$ cat config.mk
export PLATFORM = sky130hd
export DESIGN_NAME = mesh_signed_volume_accumulator
export DESIGN_NICKNAME = d
export VERILOG_FILES = /design/src/rtl/msva_pkg.sv /design/src/rtl/msva_datapath.sv /design/src/rtl/mesh_signed_volume_accumulator.sv
export SDC_FILE = /design/constraint.sdc
export NUM_CORES = 2
export LEC_CHECK = 0
export BUFFER_PORTS_ARGS = -buffer_cell sky130_fd_sc_hd__buf_2
export CORE_MARGIN = 3
export CORE_UTILIZATION = 50
export DETAILED_ROUTE_END_ITERATION = 8
export PLACE_DENSITY = 0.67
export SYNTH_ARGS = -nofsm -noshare
export SYNTH_HDL_FRONTEND = slang
export SYNTH_SLANG_ARGS = --single-unit
$ cat constraint.sdc
create_clock -name clk -period 11 [get_ports clk]
set_input_delay 1.65 -clock clk [delete_from_list [all_inputs] [get_ports clk]]
set_output_delay 1.65 -clock clk [all_outputs]
set_load 0.1 [all_outputs]
$ cat src/rtl/msva_pkg.sv
// Types, constants and the control store of the mesh volume accumulator.
package msva_pkg;

  // Configuration register indexes.
  localparam logic [1:0] REG_MATRIX_ROW0 = 2'd0;
  localparam logic [1:0] REG_MATRIX_ROW1 = 2'd1;
  localparam logic [1:0] REG_MATRIX_ROW2 = 2'd2;

  // Identity matrix in Q3.12.
  localparam logic [47:0] MATRIX_ROW0_RESET = 48'h0000_0000_1000;
  localparam logic [47:0] MATRIX_ROW1_RESET = 48'h0000_1000_0000;
  localparam logic [47:0] MATRIX_ROW2_RESET = 48'h1000_0000_0000;

  // Division by six, one byte a step: q = (v * 683) >> 12 is exact for v < 1536.
  localparam int unsigned DIVISOR     = 6;
  localparam int unsigned DIV6_RECIP  = 683;
  localparam int unsigned DIV6_SHIFT  = 12;
  localparam logic [2:0]  DIV_LAST    = 3'd7;

  localparam logic signed [63:0] SUM_MAX = {1'b0, {63{1'b1}}};
  localparam logic signed [63:0] SUM_MIN = {1'b1, {63{1'b0}}};

  localparam logic [4:0] STEP_IDLE = 5'd0;

  typedef struct packed {
    logic              start_new_mesh;
    logic signed [15:0] ax;
    logic signed [15:0] ay;
    logic signed [15:0] az;
    logic signed [15:0] bx;
    logic signed [15:0] by;
    logic signed [15:0] bz;
    logic signed [15:0] cx;
    logic signed [15:0] cy;
    logic signed [15:0] cz;
    logic [47:0]        normal;
  } tri_t;

  typedef enum logic [3:0] {
    X_N0, X_N1, X_N2, X_B0, X_B1, X_B2,
    X_NT0, X_NT1, X_NT2, X_M0, X_M1, X_M2
  } xsel_t;

  typedef enum logic [4:0] {
    Y_M00, Y_M01, Y_M02, Y_M10, Y_M11, Y_M12, Y_M20, Y_M21, Y_M22,
    Y_C0, Y_C1, Y_C2, Y_S0, Y_S1, Y_S2, Y_A0, Y_A1, Y_A2
  } ysel_t;

  typedef enum logic [1:0] {ACC_HOLD, ACC_LOAD, ACC_ADD, ACC_SUB} acc_op_t;

  typedef enum logic [3:0] {
    DST_NONE, DST_NT0, DST_NT1, DST_NT2, DST_M0, DST_M1, DST_M2, DST_DOT, DST_MAG
  } dst_t;

  typedef enum logic [2:0] {OP_NONE, OP_ACCUM, OP_DIV_INIT, OP_DIV_STEP, OP_EMIT} op_t;

  typedef enum logic [1:0] {SEQ_NEXT, SEQ_WAIT_IN, SEQ_LOOP, SEQ_EMIT} seq_t;

  typedef struct packed {
    xsel_t   xsel;
    ysel_t   ysel;
    acc_op_t acc;
    dst_t    dst;
    op_t     op;
    seq_t    seq;
  } ucode_t;

  // The product of a step is registered, so the accumulate field of each word acts on the
  // previous multiply and the store field saves the accumulator as the previous word left it.
  function automatic ucode_t ucode_rom(input logic [4:0] addr);
    ucode_t w;
    case (addr)
      5'd0:  w = '{X_N0,  Y_M00, ACC_HOLD, DST_NONE, OP_NONE,     SEQ_WAIT_IN};
      5'd1:  w = '{X_N0,  Y_M00, ACC_HOLD, DST_NONE, OP_NONE,     SEQ_NEXT};
      5'd2:  w = '{X_N1,  Y_M10, ACC_LOAD, DST_NONE, OP_NONE,     SEQ_NEXT};
      5'd3:  w = '{X_N2,  Y_M20, ACC_ADD,  DST_NONE, OP_NONE,     SEQ_NEXT};
      5'd4:  w = '{X_N0,  Y_M01, ACC_ADD,  DST_NONE, OP_NONE,     SEQ_NEXT};
      5'd5:  w = '{X_N1,  Y_M11, ACC_LOAD, DST_NT0,  OP_NONE,     SEQ_NEXT};
      5'd6:  w = '{X_N2,  Y_M21, ACC_ADD,  DST_NONE, OP_NONE,     SEQ_NEXT};
      5'd7:  w = '{X_N0,  Y_M02, ACC_ADD,  DST_NONE, OP_NONE,     SEQ_NEXT};
      5'd8:  w = '{X_N1,  Y_M12, ACC_LOAD, DST_NT1,  OP_NONE,     SEQ_NEXT};
      5'd9:  w = '{X_N2,  Y_M22, ACC_ADD,  DST_NONE, OP_NONE,     SEQ_NEXT};
      5'd10: w = '{X_B1,  Y_C2,  ACC_ADD,  DST_NONE, OP_NONE,     SEQ_NEXT};
      5'd11: w = '{X_B2,  Y_C1,  ACC_LOAD, DST_NT2,  OP_NONE,     SEQ_NEXT};
      5'd12: w = '{X_B0,  Y_C2,  ACC_SUB,  DST_NONE, OP_NONE,     SEQ_NEXT};
      5'd13: w = '{X_B2,  Y_C0,  ACC_LOAD, DST_M0,   OP_NONE,     SEQ_NEXT};
      5'd14: w = '{X_B0,  Y_C1,  ACC_SUB,  DST_NONE, OP_NONE,     SEQ_NEXT};
      5'd15: w = '{X_B1,  Y_C0,  ACC_LOAD, DST_M1,   OP_NONE,     SEQ_NEXT};
      5'd16: w = '{X_NT0, Y_S0,  ACC_SUB,  DST_NONE, OP_NONE,     SEQ_NEXT};
      5'd17: w = '{X_NT1, Y_S1,  ACC_LOAD, DST_M2,   OP_NONE,     SEQ_NEXT};
      5'd18: w = '{X_NT2, Y_S2,  ACC_ADD,  DST_NONE, OP_NONE,     SEQ_NEXT};
      5'd19: w = '{X_M0,  Y_A0,  ACC_ADD,  DST_NONE, OP_NONE,     SEQ_NEXT};
      5'd20: w = '{X_M1,  Y_A1,  ACC_LOAD, DST_DOT,  OP_NONE,     SEQ_NEXT};
      5'd21: w = '{X_M2,  Y_A2,  ACC_SUB,  DST_NONE, OP_NONE,     SEQ_NEXT};
      5'd22: w = '{X_N0,  Y_M00, ACC_ADD,  DST_NONE, OP_NONE,     SEQ_NEXT};
      5'd23: w = '{X_N0,  Y_M00, ACC_HOLD, DST_MAG,  OP_NONE,     SEQ_NEXT};
      5'd24: w = '{X_N0,  Y_M00, ACC_HOLD, DST_NONE, OP_ACCUM,    SEQ_NEXT};
      5'd25: w = '{X_N0,  Y_M00, ACC_HOLD, DST_NONE, OP_DIV_INIT, SEQ_NEXT};
      5'd26: w = '{X_N0,  Y_M00, ACC_HOLD, DST_NONE, OP_DIV_STEP, SEQ_LOOP};
      5'd27: w = '{X_N0,  Y_M00, ACC_HOLD, DST_NONE, OP_EMIT,     SEQ_EMIT};
      default: w = '{X_N0, Y_M00, ACC_HOLD, DST_NONE, OP_NONE,    SEQ_WAIT_IN};
    endcase
    return w;
  endfunction

endpackage

$ cat src/rtl/msva_datapath.sv
// Shared multiplier, accumulator and operand registers that form det and dot.
module msva_datapath (
  input  logic                 clk,
  input  logic                 load,
  input  msva_pkg::tri_t       tri_in,
  input  logic [2:0][47:0]     matrix,
  input  msva_pkg::ucode_t     ctl,
  output logic [48:0]          mag,
  output logic                 dot_neg
);
  import msva_pkg::*;

  logic signed [15:0] va [3];
  logic signed [15:0] vb [3];
  logic signed [15:0] vc [3];
  logic signed [15:0] vn [3];
  logic signed [17:0] vs [3];
  logic signed [32:0] nt [3];
  logic signed [32:0] minor [3];
  logic signed [32:0] x_op;
  logic signed [17:0] y_op;
  logic signed [50:0] prod;
  logic signed [51:0] acc;
  logic signed [51:0] acc_abs;

  always_comb begin
    case (ctl.xsel)
      X_N0:    x_op = 33'(vn[0]);
      X_N1:    x_op = 33'(vn[1]);
      X_N2:    x_op = 33'(vn[2]);
      X_B0:    x_op = 33'(vb[0]);
      X_B1:    x_op = 33'(vb[1]);
      X_B2:    x_op = 33'(vb[2]);
      X_NT0:   x_op = nt[0];
      X_NT1:   x_op = nt[1];
      X_NT2:   x_op = nt[2];
      X_M0:    x_op = minor[0];
      X_M1:    x_op = minor[1];
      X_M2:    x_op = minor[2];
      default: x_op = '0;
    endcase
  end

  // Matrix entry Mij is lane j of row i.
  always_comb begin
    case (ctl.ysel)
      Y_M00:   y_op = 18'(signed'(matrix[0][15:0]));
      Y_M01:   y_op = 18'(signed'(matrix[0][31:16]));
      Y_M02:   y_op = 18'(signed'(matrix[0][47:32]));
      Y_M10:   y_op = 18'(signed'(matrix[1][15:0]));
      Y_M11:   y_op = 18'(signed'(matrix[1][31:16]));
      Y_M12:   y_op = 18'(signed'(matrix[1][47:32]));
      Y_M20:   y_op = 18'(signed'(matrix[2][15:0]));
      Y_M21:   y_op = 18'(signed'(matrix[2][31:16]));
      Y_M22:   y_op = 18'(signed'(matrix[2][47:32]));
      Y_C0:    y_op = 18'(vc[0]);
      Y_C1:    y_op = 18'(vc[1]);
      Y_C2:    y_op = 18'(vc[2]);
      Y_S0:    y_op = vs[0];
      Y_S1:    y_op = vs[1];
      Y_S2:    y_op = vs[2];
      Y_A0:    y_op = 18'(va[0]);
      Y_A1:    y_op = 18'(va[1]);
      Y_A2:    y_op = 18'(va[2]);
      default: y_op = '0;
    endcase
  end

  assign acc_abs = acc[51] ? -acc : acc;

  always_ff @(posedge clk) begin
    if (load) begin
      va[0] <= tri_in.ax;
      va[1] <= tri_in.ay;
      va[2] <= tri_in.az;
      vb[0] <= tri_in.bx;
      vb[1] <= tri_in.by;
      vb[2] <= tri_in.bz;
      vc[0] <= tri_in.cx;
      vc[1] <= tri_in.cy;
      vc[2] <= tri_in.cz;
      vn[0] <= signed'(tri_in.normal[15:0]);
      vn[1] <= signed'(tri_in.normal[31:16]);
      vn[2] <= signed'(tri_in.normal[47:32]);
      vs[0] <= 18'(tri_in.ax) + 18'(tri_in.bx) + 18'(tri_in.cx);
      vs[1] <= 18'(tri_in.ay) + 18'(tri_in.by) + 18'(tri_in.cy);
      vs[2] <= 18'(tri_in.az) + 18'(tri_in.bz) + 18'(tri_in.cz);
    end

    prod <= x_op * y_op;

    case (ctl.acc)
      ACC_LOAD: acc <= 52'(prod);
      ACC_ADD:  acc <= acc + 52'(prod);
      ACC_SUB:  acc <= acc - 52'(prod);
      default:  acc <= acc;
    endcase

    case (ctl.dst)
      DST_NT0: nt[0]    <= acc[32:0];
      DST_NT1: nt[1]    <= acc[32:0];
      DST_NT2: nt[2]    <= acc[32:0];
      DST_M0:  minor[0] <= acc[32:0];
      DST_M1:  minor[1] <= acc[32:0];
      DST_M2:  minor[2] <= acc[32:0];
      DST_DOT: dot_neg  <= acc[51];
      DST_MAG: mag      <= acc_abs[48:0];
      default: ;
    endcase
  end

endmodule

$ cat src/rtl/mesh_signed_volume_accumulator.sv
// Takes one item at a time: in_ready is high only while the sequencer waits for input.
// A control store of 28 words steps one shared 33x18 multiplier through 21 products,
// then a byte-serial divide by six forms the quotient a byte at a time.
// The next item is taken once the result is loaded into the output register.
// Synchronous reset clears the sum, the overflow flag, the sequencer and the output valid,
// and loads the identity matrix.
module mesh_signed_volume_accumulator (
  input  logic               clk,
  input  logic               rst,
  input  logic               cfg_write,
  input  logic [1:0]         cfg_index,
  input  logic [47:0]        cfg_data,
  input  logic               in_valid,
  output logic               in_ready,
  input  logic               start_new_mesh,
  input  logic signed [15:0] vertex_a_x,
  input  logic signed [15:0] vertex_a_y,
  input  logic signed [15:0] vertex_a_z,
  input  logic signed [15:0] vertex_b_x,
  input  logic signed [15:0] vertex_b_y,
  input  logic signed [15:0] vertex_b_z,
  input  logic signed [15:0] vertex_c_x,
  input  logic signed [15:0] vertex_c_y,
  input  logic signed [15:0] vertex_c_z,
  input  logic [47:0]        face_normal,
  output logic               out_valid,
  input  logic               out_ready,
  output logic signed [61:0] mesh_volume,
  output logic               overflowed
);
  import msva_pkg::*;

  logic [4:0]         step;
  ucode_t             ctl;
  logic [2:0][47:0]   matrix;
  tri_t               tri_in;
  logic               in_accept;
  logic               out_free;
  logic [48:0]        mag;
  logic               dot_neg;
  logic signed [63:0] sum;
  logic signed [63:0] sum_next;
  logic signed [64:0] sum_ext;
  logic               sum_ovf;
  logic               sat;
  logic [63:0]        dvd;
  logic [63:0]        quot;
  logic               q_neg;
  logic [2:0]         rem;
  logic [2:0]         div_cnt;
  logic [10:0]        div_v;
  logic [20:0]        div_prod;
  logic [7:0]         div_q;
  logic [10:0]        div_r;

  assign ctl       = ucode_rom(step);
  assign in_ready  = (ctl.seq == SEQ_WAIT_IN);
  assign in_accept = in_valid && in_ready;
  assign out_free  = !out_valid || out_ready;

  assign tri_in = '{start_new_mesh, vertex_a_x, vertex_a_y, vertex_a_z,
                    vertex_b_x, vertex_b_y, vertex_b_z,
                    vertex_c_x, vertex_c_y, vertex_c_z, face_normal};

  msva_datapath u_datapath (
    .clk     (clk),
    .load    (in_accept),
    .tri_in  (tri_in),
    .matrix  (matrix),
    .ctl     (ctl),
    .mag     (mag),
    .dot_neg (dot_neg)
  );

  // Saturating update of the running sum with one guard bit.
  always_comb begin
    if (dot_neg) begin
      sum_ext = 65'(sum) - 65'(mag);
    end else begin
      sum_ext = 65'(sum) + 65'(mag);
    end
    sum_ovf = sum_ext[64] != sum_ext[63];
    if (sum_ovf) begin
      sum_next = dot_neg ? SUM_MIN : SUM_MAX;
    end else begin
      sum_next = sum_ext[63:0];
    end
  end

  // One quotient byte per step; the partial remainder stays below six.
  always_comb begin
    div_v    = {rem, dvd[63:56]};
    div_prod = 21'(div_v) * 21'(DIV6_RECIP);
    div_q    = div_prod[DIV6_SHIFT +: 8];
    div_r    = div_v - 11'(div_q) * 11'(DIVISOR);
  end

  assign quot = q_neg ? -dvd : dvd;

  always_ff @(posedge clk) begin
    if (rst) begin
      step      <= STEP_IDLE;
      out_valid <= 1'b0;
      sum       <= '0;
      sat       <= 1'b0;
      matrix[0] <= MATRIX_ROW0_RESET;
      matrix[1] <= MATRIX_ROW1_RESET;
      matrix[2] <= MATRIX_ROW2_RESET;
    end else begin
      if (cfg_write) begin
        case (cfg_index)
          REG_MATRIX_ROW0: matrix[0] <= cfg_data;
          REG_MATRIX_ROW1: matrix[1] <= cfg_data;
          REG_MATRIX_ROW2: matrix[2] <= cfg_data;
          default: ;
        endcase
      end

      case (ctl.seq)
        SEQ_WAIT_IN: begin
          if (in_accept) begin
            step <= step + 5'd1;
          end
        end
        SEQ_LOOP: begin
          if (div_cnt == DIV_LAST) begin
            step <= step + 5'd1;
          end
        end
        SEQ_EMIT: begin
          if (out_free) begin
            step <= STEP_IDLE;
          end
        end
        default: step <= step + 5'd1;
      endcase

      if (in_accept && start_new_mesh) begin
        sum <= '0;
        sat <= 1'b0;
      end else if (ctl.op == OP_ACCUM) begin
        sum <= sum_next;
        sat <= sat | sum_ovf;
      end

      if (ctl.op == OP_EMIT && out_free) begin
        out_valid <= 1'b1;
      end else if (out_ready) begin
        out_valid <= 1'b0;
      end
    end
  end

  always_ff @(posedge clk) begin
    case (ctl.op)
      OP_DIV_INIT: begin
        dvd     <= sum[63] ? 64'(-sum) : 64'(sum);
        q_neg   <= sum[63];
        rem     <= '0;
        div_cnt <= '0;
      end
      OP_DIV_STEP: begin
        dvd     <= {dvd[55:0], div_q};
        rem     <= div_r[2:0];
        div_cnt <= div_cnt + 3'd1;
      end
      OP_EMIT: begin
        if (out_free) begin
          mesh_volume <= signed'(quot[61:0]);
          overflowed  <= sat;
        end
      end
      default: ;
    endcase
  end

endmodule

==> summary.md <==
| Metric | Value |
|---|---|
| Row count | 138 |
| Mean Syn Cell Area | 9.939 sq um |
| Global-route wire length before repair | 336,700 microns |
| Clk slew on worst S/H paths | roughly 0.060 ns |
| Worst-Skew Late Latency | about 0.75 ns |
| Critical Path Max Stage Delay | 0.75 ns |
| Period utilisation layout | 88.33% |
| Most common cell after layout, fill and taps aside | nand2_1 |
| # setup viols final | 0 |
| Avg WL per Cell | 23.51 microns |
| Final Util | 55.79% |
| Pleak | 32.21 nW |
| Post-DP HPWL | 171,600 microns |
| Gate Count Post-Synth | 7,210 |
| Worst Hold Launch | matrix[117] |
| Ys flop type | edfxtp_1 |
| CTS tree | built |
| Die Ht | slightly below 400 microns |
| Worst-path maximum fanout | 19 |
| Detailed-route via count | 55.73k |
| WS Path Type | flip-flop to flip-flop |
| Max Cap Viol | 0 |
| CP delay by family, top | adder cells |
| WP buf/inv | 2 |
| Max-slew violation count | 0 |
| Maximum VDD drop | 0.1667 mV |
| IO Pins | 313 |
| Buffers on Ports | 312 |
| Via/cell ratio | 5.905 |
| FF-to-FF path depth | 27 |
| Final ANT Viol Nets | 0 |
| Dpl cells | 9,233 |
| Iter 0 DRT Violations | approximately 5.2k |
| Worst r2r src | ctl[11] |
| Slew HR | between 8 and 9% |
| Max H-tree Level | 3 |
| CTS root buf | clkbuf_16 |
| Worst reg2reg path endpoint | u_datapath.prod[47] |
| Final min period | 9.717 ns |
| Fraction of layout cells with a size suffix above 1 | 10.14% |
| GRT Total Usage | 29.97% |
| Setup Buffers After CTS | 0 |
| Starting density of the core | 50.49% |
| Max Clock Freq | 102.9 MHz |
| CP Capture Type | flip-flop |
| Minimum hold slack | 0.4546 ns |
| Total wire length | about 220,000 microns |
| Initial antenna violation count | 14 |
| Worst Clk Skew | 0.1068 ns |
| Yosys reg bits | 966 |
| Count of cell types in the netlist | 88 |
| Hold-fix buffers at CTS | 0 |
| Non-Filler Instances | around 9.4k |
| Worst Hold Depth | 2 |
| GRT overflow | 0 |
| Maximum buffer depth of the clock tree | 3 |
| Part of the Yosys area used for sequential elements | between 30% and 40% |
| Final hold vios | 0 |
| Largest net degree at the start of global routing | 100 |
| Post-synth EDFFs | 680 |
| DRC viols | 0 |
| Yosys warnings | 0 |
| Post-cts sizing count | 0 |
| Router iterations before antenna repair | 6 |
| Top cell type's share of synthesized area | approximately 28% |
| Critical path launch point type | flip-flop |
| Slowest-stage cell, CP | nor2_2 |
| HP Class | flip-flop to flip-flop |
| Area after DPL | 75,600 sq um |
| Vias in the first global route | 55.70k |
| Synth Cell Area | 71,660 sq um |
| R2r setup slk | 1.28 ns |
| Commonest cells after routing, fill and taps aside | 890 x nand2_1, 889 x inv_1, 680 x edfxtp_1, 648 x fa_1, 508 x nor2_1 |
| Inserted Clock Buffers | 104 |
| Pwr dens | 208.5 nW/um^2 |
| Nets@finish | 8,709 |
| Slew of the pin with the lowest slew margin | 1.366 ns |
| Critical Path RT | 11.58 ns |
| Most frequent CP cell | fa_1 |
| RSZ-0062 raised after global routing | no |
| Final instance area | slightly below 80,000 sq um |
| Layout area overhead | 10.50% |
| Area leader, netlist | edfxtp_1 |
| Die span in x | 384.6 microns |
| CTS sink count | 966 |
| Core outline area | 141,900 sq um |
| Top cells by area, synth | edfxtp_1 28%, fa_1 18%, dfxtp_1 8.0% |
| Status | complete, no violations |
| Die area | 147,900 sq um |
| Final TNS setup | 0 ns |
| Async S/R FF share, synth | 0% |
| Placer Congestion | about 1.0 |
| Crit path arrival time | 10.29 ns |
| Hold Path End | matrix[117] |
| Syn_nets | 8,470 |
-- layer usage --
layer | routed length (microns) | global-route usage [%] | up-vias
met5 | 7 | 0 | -
met4 | 13380 | 15.19 | 2
met3 | 18940 | 5.023 | 588
met2 | 102200 | 48.28 | 2585
met1 | 87370 | 39.12 | 27440
li1 | - | - | 25120
-- worst max path at each step --
stage,start,endpoint,slack [ns],cells after the start
final,ctl[11],u_datapath.prod[47],1.28,27
after global routing,ctl[13],u_datapath.prod[48],0.62,31
after CTS,ctl[11],u_datapath.prod[47],1.43,27
after detailed placement,ctl[11],u_datapath.prod[47],1.55,27
after global placement,ctl[11],u_datapath.prod[47],1.63,27
after floorplan,ctl[0],sum[51],1.36,7
-- through the flow --
stage          power (mW)  setup slack [ns]
2_1_floorplan       10.51             1.355
3_3_place_gp        12.70             1.634
3_5_place_dp        12.81             1.545
4_1_cts             16.46             1.432
5_1_grt             17.65            0.6165
6_report            16.51             1.283
-- synth_stat cells (12+ instances only) --
master and number:
o21a_1 23, a21o_1 95, and2_1 35, a21boi_0 17
a31oi_1 41, a31o_2 12, o21bai_1 36, a22o_1 30
xor2_1 161, inv_1 889, or4_1 29, nor2b_1 55
a211oi_1 74, nand2_1 890, o41ai_1 35, nand2b_1 60
a22oi_1 225, buf_1 22, fa_1 648, xnor2_1 312
and3_1 34, nor4_1 27, ha_1 364, nand4_1 66
o211ai_1 17, nor3_1 83, edfxtp_1 680, dfxtp_1 286
nand3_1 97, o31ai_1 70, o21ai_0 282, or2_2 46
a21oi_1 412, nor2_1 519, a221oi_1 35, mux2_2 42
clkbuf_1 275, or3_1 33
-- worst reg2reg max path, stage by stage, from the launching register on --
cell      delay [ns]
dfxtp_1         0.58
nor3_1          0.19
and2_1          0.52
a22o_1          0.34
a221oi_1        0.19
and3_1          0.19
nand4_1         0.46
nor2_2          0.76
buf_4           0.39
nor2_1          0.13
fa_1            0.52
fa_1            0.53
fa_1            0.55
fa_1            0.52
fa_1            0.51
fa_1            0.49
ha_1            0.41
a21o_1          0.24
a21o_1          0.18
a21oi_1         0.17
o21ai_0         0.14
a221o_1         0.39
o41ai_1         0.32
buf_4           0.19
o21ai_0         0.18
a21o_1          0.22
a21oi_1         0.18
xnor2_1         0.13
-- final cells by class --
| class | instances | area, sq um |
|---|---|---|
| timing repair buffer | 432 | 2465 |
| inverter | 894 | 3356 |
| tap | 1890 | 2365 |
| clock buffer | 124 | 2728 |
| clock inverter | 69 | 837.1 |
| sequential | 966 | 26150 |
| antenna | 12 | 30.03 |
| multi-input combinational | 5051 | 41260 |
| fill | 12430 | 62740 |
-- flip-flops by register name, summed over array words and instances (netlist names), 49 cells and up --
name,count
dvd,64
matrix,144
mesh_volume,62
sum,64
u_datapath.acc,52
u_datapath.mag,49
u_datapath.minor,99
u_datapath.nt,99
u_datapath.prod,51
u_datapath.vs,54
-- kinds of logic (layout without fill, tap and decap cells) --
family,after synthesis,after routing,synth area share [%]
other cells,0,12,0
buf+inv,1193,1519,6.252
flops,966,966,36.48
xor+xnor,475,475,5.845
simple gates,2030,2030,12.73
compound gates,1480,1480,13.39
fa+ha+maj,1013,1013,24.47
mux,53,53,0.8311
-- power by group --
group	leakage (nW)	switching (mW)	total (mW)	internal (mW)
Sequential	8.31	0.458	4.95	4.49
Combinational	22.2	4.89	7.95	3.05
Clock	1.71	1.54	3.62	2.07
No activity file was read; power rests on OpenSTA's default activity.
